`src/sv/xor_parity_fec_encoder_defines.svh`:
```
// Assertion macros of the XOR parity FEC encoder RTL.
// Included by the top level; depends on nothing else.
`ifndef XOR_PARITY_FEC_ENCODER_DEFINES_SVH
`define XOR_PARITY_FEC_ENCODER_DEFINES_SVH

// Same-cycle implication, disabled during reset
`define XPFE_ASSERT_IMPLY(name, clk, rst, ante, cons, msg) \
   name: assert property (@(posedge clk) disable iff (rst) (ante) |-> (cons)) \
      else $error(msg);

// Next-cycle implication, disabled during reset
`define XPFE_ASSERT_NEXT(name, clk, rst, ante, cons, msg) \
   name: assert property (@(posedge clk) disable iff (rst) (ante) |=> (cons)) \
      else $error(msg);

`endif

```
`src/sv/xpfe_pkg.sv`:
```
// Shared constants, types and helpers of the XOR parity FEC encoder.
// Used by the channel interfaces, the byte lanes, the merge stage and the top.
package xpfe_pkg;

   localparam int MAX_PAYLOAD_WORDS = 64;
   // Byte length of a group; covers 8 * MAX_PAYLOAD_WORDS over the whole range
   localparam int LEN_W             = 10;
   localparam int LANES             = 8;
   localparam int NB_W              = 4;
   localparam int CSR_AW            = 3;
   localparam int CSR_DW            = 32;

   localparam logic [7:0]      GROUP_PKTS_RESET = 8'd4;
   localparam logic [NB_W-1:0] BYTES_PER_WORD   = 4'd8;

   typedef enum logic [0:0] {
      REG_GROUP_PKTS  = 1'b0,
      REG_PARITY_SSRC = 1'b1
   } reg_index_type;

   typedef enum logic [0:0] {
      ST_COLLECT = 1'b0,
      ST_DRAIN   = 1'b1
   } state_type;

   // Per-word control that every byte lane and the merge stage see
   typedef struct packed {
      logic [LEN_W-1:0] start;
      logic [LEN_W-1:0] length;
      logic [NB_W-1:0]  nb;
   } lane_ctl_type;

   // Clamp a byte count to one word
   function automatic logic [NB_W-1:0] clamp_bytes(input logic [NB_W-1:0] nb);
      clamp_bytes = (nb > BYTES_PER_WORD) ? BYTES_PER_WORD : nb;
   endfunction

endpackage

```
`src/sv/xpfe_lane.sv`:
```
// One byte lane: folds one incoming byte into the stored parity byte.
// Depends on xpfe_pkg (lane_ctl_type).
module xpfe_lane #(
   parameter int LANE = 0
) (
   input  xpfe_pkg::lane_ctl_type ctl,
   input  logic [7:0]             old_byte,
   input  logic [7:0]             new_byte,
   output logic [7:0]             lane_byte
);

   logic [xpfe_pkg::LEN_W:0] pos;
   logic                     keep_old;
   logic                     keep_new;

   // Stored byte counts only below the group length; new byte only below nb
   assign pos       = {1'b0, ctl.start} + (xpfe_pkg::LEN_W + 1)'(LANE);
   assign keep_old  = pos < {1'b0, ctl.length};
   assign keep_new  = xpfe_pkg::NB_W'(LANE) < ctl.nb;
   assign lane_byte = (keep_old ? old_byte : 8'h00) ^ (keep_new ? new_byte : 8'h00);

endmodule

```
`config.mk`:
```
export PLATFORM = sky130hd
export DESIGN_NAME = xpfe_lane
export DESIGN_NICKNAME = d
export VERILOG_FILES = /design/src/sv/xor_parity_fec_encoder_defines.svh /design/src/sv/xpfe_pkg.sv /design/src/sv/xpfe_lane.sv
export SDC_FILE = /design/constraint.sdc
export NUM_CORES = 1
export LEC_CHECK = 0
export BUFFER_PORTS_ARGS = -buffer_cell sky130_fd_sc_hd__buf_4
export CAP_MARGIN = 5
export CELL_PAD_IN_SITES_DETAIL_PLACEMENT = 0
export CELL_PAD_IN_SITES_GLOBAL_PLACEMENT = 2
export CORE_ASPECT_RATIO = 1.5
export CORE_MARGIN = 10
export CORE_UTILIZATION = 16
export DETAILED_ROUTE_END_ITERATION = 16
export GPL_ROUTABILITY_DRIVEN = 0
export PLACE_DENSITY_LB_ADDON = 0.15
export SYNTH_ARGS = -nofsm -noshare
export SYNTH_HDL_FRONTEND = slang
export SYNTH_SLANG_ARGS = --single-unit
```
`constraint.sdc`:
```
create_clock -name vclk -period 3.71
set_input_delay 0.1855 -clock vclk [all_inputs]
set_output_delay 0.1855 -clock vclk [all_outputs]
set_load 0.02 [all_outputs]
```
## Word level (Yosys, flattened, before mapping)

Cells that the tools add are included.
W data, S select, Z words.

| storage, ports and cells | value |
|---|---|
| output and inout port bits | 8 |
| logic and storage cells | 5 |
| register bits | 0 |
| input port bits | 40 |

| operators by class | value |
|---|---|
| magnitude comparators | 2 |
| muxes and demuxes | 2 |
| bitwise gates (word level) | 1 |

Operators by type and width:

| cell | count |
|---|---|
| $mux W8 | 2 |
| $lt A10 B10 Y1 | 1 |
| $xor A8 B8 Y8 | 1 |
| $lt A1 B4 Y1 const A | 1 |

## Longest topological paths before layout

| logic depth | value |
|---|---|
| depth in word-level cells | 3 |
| mapped depth | 7 |
| gate-level depth less buffers | 7 |

## Worst setup path after synthesis

Ideal clock, no wire load.

| path | value |
|---|---|
| path type | in2out |
| start point | in ctl[11] (netlist bit) |
| end point | out lane_byte[0] |
| setup slack | 1.863 ns |
| path buffers | 0 |
| arrival | 1.661 ns |
| stages | 7 |
| data required time | 3.524 ns |
| cells stage by stage | inv_1 -> ha_1 -> a211oi_1 -> nor2_1 -> a311oi_4 -> nand3_1 -> xor2_1 |

| between the ends | value |
|---|---|
| cells in the longest elaborated chain, start to end | 3 |

RTL lines:

| what | line | RTL |
|---|---|---|
| from (decl) | xpfe_lane.sv:6 | `input xpfe_pkg::lane_ctl_type ctl,` |
| $lt A10 B10 Y1 | xpfe_lane.sv:18 | `assign keep_old = pos < {1'b0, ctl.length};` |
| $mux W8 | xpfe_lane.sv:20 | `assign lane_byte = (keep_old ? old_byte : 8'h00) ^ (keep_new ? new_byte : 8'h00);` |
| $xor A8 B8 Y8 | xpfe_lane.sv:20 |  |
| to (decl) | xpfe_lane.sv:9 | `output logic [7:0] lane_byte` |

Every way passes these cells.

## Worst setup path in the final report

| path | value |
|---|---|
| start point | in ctl[11] (netlist bit) |
| end point | out lane_byte[7] |

The elaborated chain is that of the path after synthesis.

==> run metrics <==
outcome=finished clean; Max Cap Viol=0; post-synth top area cell=ha_1; placed cell count=roughly 130; count leader, synth=nand2_1; startpoint types=primary input; Ant. Diodes=0; Worst path slowest cell=a311oi_4; CP most frequent cell=buf_4; Synth top area share=28.1%; met3 Usage GRT=approximately 2.5%; max-slew violations=0; first-pass GRT wire length=2210 µm; headroom to the max-slew limit=72.3%; Finished Layout Cells=~130; hold buffer count at CTS=0; initial antenna violation count=0; Reg area=0 µm²; CP required=approximately 3.5 ns; f_max=around 0.5 GHz; Top Usage Layer GRT=met2; P_leak=0.466 nW; Synth-to-Final Area Change=96.6%; share of layout cells above drive strength 1=approximately 48%; Wirelength per Cell=between 10 and 15 µm; CP bufs+invs=3; Commonest cells post-synth=11 x nand2_1, 9 x ha_1, 9 x inv_1; WHS Endpoint=lane_byte[0]; aggregate global routing overflow=0; Pre-antenna DRT Iters=2; Routed Antenna Nets=0; I/O pins=48; number of global-route vias before repair=between 500 and 600; Hold Crit Class=in2out; Finish-stage setup viols=0; port buffer count=48; Period Utilization, post-route=around 53%; cell count after synthesis=a little under 60; Synth area leaders=ha_1 28%, xor2_1 18%, nand2_1 10%; post-synthesis net count=107; core area=around 0.0024 mm²; die width=roughly 60 µm; critical path class=in2out; PostCTS Resize Cnt=0; HPWL after DPL=roughly 1400 µm; final hold violations=0; minimum clock period=1.97 ns; DRC=0; Setup Total Neg Slack=0 ns; FP Rows=22; post-synthesis cell area=~400 µm²; Post CTS Setup Buffer Count=0; worst slew pin tran=roughly 0.42 ns; crit end category=primary output; sequential cell count=0; Mean Syn Cell Area=6.90 µm²; total power=0.116 mW; hold path cells=4; final worst setup slack=approximately 1.7 ns; worst path cell trace=buf_4 > inv_1 > ha_1 > a211oi_1 > nor2_1 > a311oi_4 > nand3_1 > xor2_1 > buf_4; WL final=1480 µm; drt initial violations=7; starting density of the core=16.5%; DIE HEIGHT=between 80 and 90 µm; met2 usage=roughly a tenth; met1 Use GR=5.37%; crit path DAT=about 1.8 ns; Max IR drop VDD=0.0429 mV; slowest cell delay on critical path=about 0.43 ns; Hold Crit Start=new_byte[0]; unrepaired setup endpoints after global routing=no; Seq/Total Area, Yosys=0%; Nets=156; die area=approximately 0.005 mm²; GRT Total Usage=around 5.1%; Fillers=slightly below 300; pwr dens=147 mW/mm²; crit-path leading delay family=compound AO/OA/AOI/OAI gates; Setup WS pre-CTS=1.70 ns; total number of vias=between 500 and 600; Unique masters post-synth=15; largest net degree at the start of global routing=9; crit path max fanout=8; Synth warnings=0; CLK BUF=0; Via density=approximately 4.2
-- final cells by class --
class | count | area [µm²] | area share, %
inverters | 9 | 33.8 | 4.29
multi-input cells | 48 | 363 | 46.1
well taps | 24 | 30.0 | 3.82
repair buffers | 48 | 360 | 45.8
-- stage by stage --
stage               hold WS (ns)  instance area, µm²  utilization (%)
finish                     0.747                 787             32.5
global route               0.753                 787             32.5
CTS                        0.749                 787             32.5
detailed placement         0.749                 787             32.5
global placement           0.745                 787             32.5
floorplan                  0.563                 400                -
-- layout by cell type, fill, tap and decap left out --
master     n
a211oi_1   1
a21o_1     1
a21oi_1    2
a311oi_4   1
and4_1     1
buf_4     48
ha_1       9
inv_1      9
nand2_1   11
nand2b_4   1
nand3_1    8
nor2_1     2
o21ai_0    2
or4_1      1
xor2_1     8
-- how the worst max path moves through the flow --
stage | startpoint | end | slack (ns) | cells past startpoint
after floorplan | ctl[11] | lane_byte[0] | 1.86 | 7
after global placement | ctl[11] | lane_byte[7] | 1.71 | 9
after detailed placement | ctl[11] | lane_byte[7] | 1.70 | 9
after CTS | ctl[11] | lane_byte[7] | 1.69 | 9
after global routing | ctl[11] | lane_byte[3] | 1.58 | 9
final | ctl[11] | lane_byte[7] | 1.74 | 9
-- cell families (layout without fill, tap and decap cells) --
family	count (synthesis)	count (layout)	share of synthesized area, %
AND/OR/NAND/NOR	24	24	29.7
buffers and inverters	10	57	9.37
AO/OA/AOI/OAI	7	7	15.3
adder cells (fa/ha/maj)	9	9	28.1
XOR/XNOR	8	8	17.5
-- metal layers --
metal	vias up	wire length, µm
met5	-	0
met4	0	0
met3	0	237
met2	31	712
met1	223	530
li1	289	-
-- power breakdown --
group	switching (mW)	internal, mW	total [mW]
logic	0.0527	0.0630	0.116
registers	0	0	0
clock network	0	0	0
total	0.0527	0.0630	0.116
Note: power is estimated with default switching activity, not from simulation.
