[config.mk]
export PLATFORM = sky130hd
export DESIGN_NAME = xpfe_merge
export DESIGN_NICKNAME = d
export VERILOG_FILES = /design/src/sv/xor_parity_fec_encoder_defines.svh /design/src/sv/xpfe_pkg.sv /design/src/sv/xpfe_merge.sv
export SDC_FILE = /design/constraint.sdc
export NUM_CORES = 1
export LEC_CHECK = 0
export BUFFER_PORTS_ARGS = -buffer_cell sky130_fd_sc_hd__buf_2
export CORE_ASPECT_RATIO = 0.9
export CORE_MARGIN = 4
export CORE_UTILIZATION = 29
export DETAILED_ROUTE_END_ITERATION = 10
export PLACE_DENSITY = 0.84
export SLEW_MARGIN = 20
export SYNTH_ARGS = -nofsm -noshare
export SYNTH_HDL_FRONTEND = slang
export SYNTH_SLANG_ARGS = --single-unit
export TNS_END_PERCENT = 1
[constraint.sdc]
create_clock -name vclk -period 2.7
set_input_delay 0 -clock vclk [all_inputs]
set_output_delay 0 -clock vclk [all_outputs]
set_load 0.02 [all_outputs]
[src/sv/xor_parity_fec_encoder_defines.svh]
// Assertion macros of the XOR parity FEC encoder RTL.
// Included by the top level; depends on nothing else.
`ifndef XOR_PARITY_FEC_ENCODER_DEFINES_SVH
`define XOR_PARITY_FEC_ENCODER_DEFINES_SVH

// Same-cycle implication, disabled during reset
`define XPFE_ASSERT_IMPLY(name, clk, rst, ante, cons, msg) \
   name: assert property (@(posedge clk) disable iff (rst) (ante) |-> (cons)) \
      else $error(msg);

// Next-cycle implication, disabled during reset
`define XPFE_ASSERT_NEXT(name, clk, rst, ante, cons, msg) \
   name: assert property (@(posedge clk) disable iff (rst) (ante) |=> (cons)) \
      else $error(msg);

`endif

[src/sv/xpfe_pkg.sv]
// Shared constants, types and helpers of the XOR parity FEC encoder.
// Used by the channel interfaces, the byte lanes, the merge stage and the top.
package xpfe_pkg;

   localparam int MAX_PAYLOAD_WORDS = 64;
   // Byte length of a group; covers 8 * MAX_PAYLOAD_WORDS over the whole range
   localparam int LEN_W             = 10;
   localparam int LANES             = 8;
   localparam int NB_W              = 4;
   localparam int CSR_AW            = 3;
   localparam int CSR_DW            = 32;

   localparam logic [7:0]      GROUP_PKTS_RESET = 8'd4;
   localparam logic [NB_W-1:0] BYTES_PER_WORD   = 4'd8;

   typedef enum logic [0:0] {
      REG_GROUP_PKTS  = 1'b0,
      REG_PARITY_SSRC = 1'b1
   } reg_index_type;

   typedef enum logic [0:0] {
      ST_COLLECT = 1'b0,
      ST_DRAIN   = 1'b1
   } state_type;

   // Per-word control that every byte lane and the merge stage see
   typedef struct packed {
      logic [LEN_W-1:0] start;
      logic [LEN_W-1:0] length;
      logic [NB_W-1:0]  nb;
   } lane_ctl_type;

   // Clamp a byte count to one word
   function automatic logic [NB_W-1:0] clamp_bytes(input logic [NB_W-1:0] nb);
      clamp_bytes = (nb > BYTES_PER_WORD) ? BYTES_PER_WORD : nb;
   endfunction

endpackage

[src/sv/xpfe_merge.sv]
// Merge stage: packs the lane bytes into a word and grows the group length.
// Depends on xpfe_pkg (lane_ctl_type, widths).
module xpfe_merge (
   input  xpfe_pkg::lane_ctl_type         ctl,
   input  logic                           in_range,
   input  logic [7:0]                     lane_byte [xpfe_pkg::LANES],
   output logic [63:0]                    merged_word,
   output logic [xpfe_pkg::LEN_W-1:0]     length_next
);

   logic [xpfe_pkg::LEN_W:0] word_end;
   logic                     grows;

   // Pack lanes, first byte in the low bits
   always_comb begin
      for (int i = 0; i < xpfe_pkg::LANES; i++) begin
         merged_word[8*i +: 8] = lane_byte[i];
      end
   end

   // Extend the length to the end of this word's valid bytes
   assign word_end    = {1'b0, ctl.start} + (xpfe_pkg::LEN_W + 1)'(ctl.nb);
   assign grows       = in_range && (ctl.nb != '0) && (word_end > {1'b0, ctl.length});
   assign length_next = grows ? word_end[xpfe_pkg::LEN_W-1:0] : ctl.length;

endmodule

# == After elaboration in Yosys (flattened, before gate mapping) ==
# Cells that the tools add are included.
# word_totals
ff_bits,0
inputBits,89
output_inout_bits,74
word_cells,6
# classes
addsub,1
magnitude_cmp,1
muxes,1
reduce_logical,3
# ops
op,count
adder 10 x 4 -> 11 bit,1
> comparator 11 x 10 -> 1 bit,1
2-to-1 mux 10 bit,1
nonzero test 4 bit,1
logical AND 1 bit,2

# == Logic depth before layout (Yosys ltp) ==
# logic_depth
ltp_word,4
depth_mapped,13
ltp_nobuf,13

# == Worst setup path before layout ==
# No wires, ideal clock.
# synth_timing
path_type,input to output
from,input port ctl[0] (netlist bit)
to,output port length_next[1] (netlist bit)
t_arrival_ns,3.059
required_time_ns,2.700
setup_slack_ns,-0.359
path_stages,13
path_buffers,0
cell_sequence,ha_1 > inv_1 > fa_1 > nand2b_1 > a21oi_1 > nor2b_1 > xor2_1 > ha_1 > a211oi_1 > o211a_1 > a2111oi_2 > a221oi_4 > mux2i_1
# synth_via
elab_chain_cells,4
word_cells_on_any_way,6
cone_classes,add/sub (1); order compare (1); mux (1); reduce/logical (3)
# synth_rtl
item,line,rtl
"start, declared",xpfe_merge.sv:4,"input xpfe_pkg::lane_ctl_type ctl,"
adder 10 x 4 -> 11 bit or nonzero test 4 bit (tied branches),"xpfe_merge.sv:22, xpfe_merge.sv:23",
> comparator 11 x 10 -> 1 bit or logical AND 1 bit (tied branches),xpfe_merge.sv:23,"assign grows = in_range && (ctl.nb != '0) && (word_end > {1'b0, ctl.length});"
logical AND 1 bit,xpfe_merge.sv:23,
2-to-1 mux 10 bit *,xpfe_merge.sv:24,assign length_next = grows ? word_end[xpfe_pkg::LEN_W-1:0] : ctl.length;
"end, declared",xpfe_merge.sv:8,output logic [xpfe_pkg::LEN_W-1:0] length_next
# Mark *: on every way between the ends. The rest lies on a longest branch, timed or not.

# == Final worst setup path ==
# layout_timing
from,input port ctl[14] (netlist bit)
to,output port length_next[3] (netlist bit)
# layout_via
elab_chain_cells,4
# layout_rtl
item,line,rtl
adder 10 x 4 -> 11 bit *,xpfe_merge.sv:22,"assign word_end = {1'b0, ctl.start} + (xpfe_pkg::LEN_W + 1)'(ctl.nb);"
> comparator 11 x 10 -> 1 bit,xpfe_merge.sv:23,
logical AND 1 bit,xpfe_merge.sv:23,
2-to-1 mux 10 bit *,xpfe_merge.sv:24,
# Marked as above.

==> impl_metrics.xml <==
<?xml version="1.0" encoding="UTF-8"?>
<metrics>
  <group name="grt">
    <metric name="grt.total_usage" unit="%">9.12</metric>
    <metric name="grt_overflow" unit="">0</metric>
    <metric name="first_pass_grt_wire_length" unit="mm">3.80</metric>
    <metric name="grt_pass1_vias" unit="">872</metric>
    <metric name="antenna_found_initial" unit="">0</metric>
    <metric name="pin_count_of_the_biggest_net_entering_global_routing" unit="">6</metric>
  </group>
  <group name="layout">
    <metric name="layout.clock_buffers" unit="">0</metric>
    <metric name="layout.cells.most_common_list" unit="">23 x sky130_fd_sc_hd__buf_2, 14 x sky130_fd_sc_hd__buf_6, 14 x sky130_fd_sc_hd__buf_4</metric>
    <metric name="drive_gt1_share" unit="%">59.0</metric>
    <metric name="antennaDiodeCount" unit="">0</metric>
    <metric name="register_area" unit="µm²">0</metric>
    <metric name="finish.net_count" unit="">240</metric>
    <metric name="final_core_util" unit="%">34.0</metric>
    <metric name="final_cell_area" unit="µm²">1290</metric>
    <metric name="synth_to_layout_area_growth" unit="%">10.6</metric>
    <metric name="leading_cell_type_in_the_layout_fill_and_taps_excluded" unit="">sky130_fd_sc_hd__buf_2</metric>
    <metric name="numSequentialCells" unit="">0</metric>
    <metric name="layout.filler_cells" unit="">387</metric>
  </group>
  <group name="yosys">
    <metric name="syn-num-nets" unit="">251</metric>
    <metric name="synth_cell_types" unit="">28</metric>
    <metric name="synth.yosys.warnings" unit="">0</metric>
    <metric name="synthesis.instances" unit="">147</metric>
    <metric name="yosysSeqAreaShare" unit="%">0</metric>
    <metric name="synth.avg_cell_area" unit="µm²">7.97</metric>
    <metric name="syn_area" unit="µm²">1170</metric>
  </group>
  <group name="drt">
    <metric name="drt_first_iter_violations" unit="">9</metric>
    <metric name="remaining_drc_errors" unit="">0</metric>
    <metric name="via_count" unit="">832</metric>
    <metric name="ant_nets" unit="">0</metric>
    <metric name="drt-total-wl" unit="mm">2.50</metric>
    <metric name="via_cell_ratio" unit="">4.62</metric>
    <metric name="firstDrtPassIters" unit="">2</metric>
    <metric name="wl_per_cell" unit="µm">13.9</metric>
  </group>
  <group name="floorplan">
    <metric name="fp.dieArea" unit="µm²">5120</metric>
    <metric name="ioPinCount" unit="">163</metric>
    <metric name="core.rowCount" unit="">21</metric>
    <metric name="chip_height" unit="µm">68.3</metric>
    <metric name="die_x" unit="µm">75.0</metric>
    <metric name="floorplan.core_area" unit="µm²">3810</metric>
    <metric name="start_util" unit="%">30.7</metric>
  </group>
  <group name="power_and_ir_drop">
    <metric name="leakage" unit="nW">0.660</metric>
    <metric name="total_power_divided_by_cell_area" unit="nW/µm²">243</metric>
    <metric name="swShare" unit="%">46.1</metric>
    <metric name="peakVddDrop" unit="µV">63.7</metric>
    <metric name="totalPowerFinal" unit="W">0.000314</metric>
    <metric name="cell_internal_pwr" unit="W">0.000169</metric>
    <metric name="p_comb_share" unit="%">100.0</metric>
    <metric name="total_net_switching_power" unit="W">0.000145</metric>
    <metric name="pwr-share-seq" unit="%">0</metric>
    <metric name="p_clk_share" unit="%">0</metric>
  </group>
  <group name="sta">
    <metric name="layout_min_cycle_time" unit="ns">2.93</metric>
    <metric name="report.final.setup_viol" unit="">10</metric>
    <metric name="final.hold.worst_slack" unit="ns">0.00000698</metric>
    <metric name="grt_setup_unrepaired" unit="">yes</metric>
    <metric name="finalSetupTns" unit="ns">-2.18</metric>
    <metric name="hold_viol" unit="">0</metric>
    <metric name="fmaxAchievable" unit="MHz">341</metric>
    <metric name="post-route-period-util" unit="%">109</metric>
    <metric name="finalWorstSetupSlack" unit="ns">-0.233</metric>
    <metric name="tightestPinTransition" unit="ns">0.398</metric>
    <metric name="max_slew_margin" unit="%">73.4</metric>
    <metric name="timing_max_transition_violations_final" unit="">0</metric>
  </group>
  <group name="worst_setup_path">
    <metric name="critPathMostFrequentCell" unit="">sky130_fd_sc_hd__buf_6</metric>
    <metric name="biggest_cell_delay_along_the_critical_path" unit="ns">0.33</metric>
    <metric name="timing.critical_path.cells" unit="">buf_6 &gt; ha_4 &gt; inv_2 &gt; fa_2 &gt; nand2b_4 &gt; a21oi_4 &gt; nor2b_4 &gt; xor2_2 &gt; ha_4 &gt; a211oi_2 &gt; o211a_1 &gt; a2111oi_4 &gt; a221oi_4 &gt; buf_6 &gt; mux2_4 &gt; buf_6</metric>
    <metric name="worst_path_dominant_cell_family" unit="">compound AO/OA/AOI/OAI gates</metric>
    <metric name="cp.required" unit="ns">2.70</metric>
    <metric name="cp.arrival" unit="ns">2.93</metric>
    <metric name="critical_path.startpoint_type" unit="">input port</metric>
    <metric name="setup.worst_path.class" unit="">in -&gt; out</metric>
    <metric name="path_max_fanout" unit="">5</metric>
    <metric name="endpoint_kind_of_the_worst_setup_timing_path" unit="">output port</metric>
    <metric name="crit_path_top_delay_cell" unit="">sky130_fd_sc_hd__fa_2</metric>
    <metric name="cp.buffers_inverters" unit="">4</metric>
    <metric name="timing.critical_path.from" unit="">ctl[14]</metric>
  </group>
  <group name="flow_run">
    <metric name="max_cap_viols" unit="">0</metric>
  </group>
  <group name="clock_network">
    <metric name="cts_hold_buffers" unit="">0</metric>
  </group>
  <group name="run_status">
    <metric name="status" unit="">finished with violations</metric>
    <metric name="failed_checks" unit="">setup timing</metric>
  </group>
  <group name="place">
    <metric name="place.detailed.hpwl" unit="mm">2.04</metric>
    <metric name="gpl.final_weighted_congestion" unit="">0.837</metric>
    <metric name="portBuffers" unit="">35</metric>
    <metric name="place_area" unit="µm²">1110</metric>
  </group>
  <group name="worst_hold_path">
    <metric name="min-delay-path-class" unit="">in -&gt; out</metric>
    <metric name="worstHoldStart" unit="">lane_byte[2]</metric>
  </group>
</metrics>
[stage by stage]
step                cells  setup slack, ns
detailed placement    177           -0.354
global route          180           -0.394
CTS                   179           -0.232
finish                180           -0.233
global placement      177           -0.280
floorplan             147           -0.160
[final cells by class]
cell class | instances | area (µm²) | share of cell area [%]
inverters | 14 | 52.6 | 4.06
repair buffers | 51 | 378 | 29.2
well taps | 46 | 57.6 | 4.44
multi-input cells | 69 | 807 | 62.3
[routing by layer]
metal	vias to the layer above	GRT usage, %	routed length [µm]
met2	37	17.4	1360
met1	387	8.81	818
met5	-	0	0
met3	6	4.70	310
met4	0	1.56	10
li1	402	-	-
[power groups by stage]
| stage | registers [W] | logic [W] | clock network (W) |
|---|---|---|---|
| detailed placement | 0 | 0.000263 | 0 |
| floorplan | 0 | 0.000311 | 0 |
| global route | 0 | 0.000342 | 0 |
| finish | 0 | 0.000314 | 0 |
| global placement | 0 | 0.000258 | 0 |
| CTS | 0 | 0.000303 | 0 |
[timing repair]
action,in CTS,in global routing
pin swaps,9,4
setup endpoints to repair,10,10
buffers inserted,2,1
resized for setup,29,5
[synth_stat cells, drive strengths merged, types with 2 or more instances]
cell	number	area share, %
a211oi	2	1.3
a21o	2	1.3
a21oi	5	2.1
buf	64	41
ha	14	15
inv	14	4.5
mux2	9	8.7
nand2	4	1.3
nand2b	2	1.1
nand4	3	1.6
nor2	5	1.6
o21a	2	1.3
xnor2	2	1.5
xor2	5	3.7
[cells by family after synthesis]
logic type      after synthesis  synth area share [%]
fa+ha+maj                    15                  16.7
compound gates               17                  13.9
buf+inv                      78                  45.5
mux                          10                  9.51
simple gates                 20                  9.19
xor+xnor                      7                  5.24
[worst paths after layout]
check	slack, ns	endpoint	cells after the start
setup / recovery	-0.23	length_next[3]	16
hold / removal	0.000007	merged_word[58]	0
No activity file was read; power rests on OpenSTA's default activity.
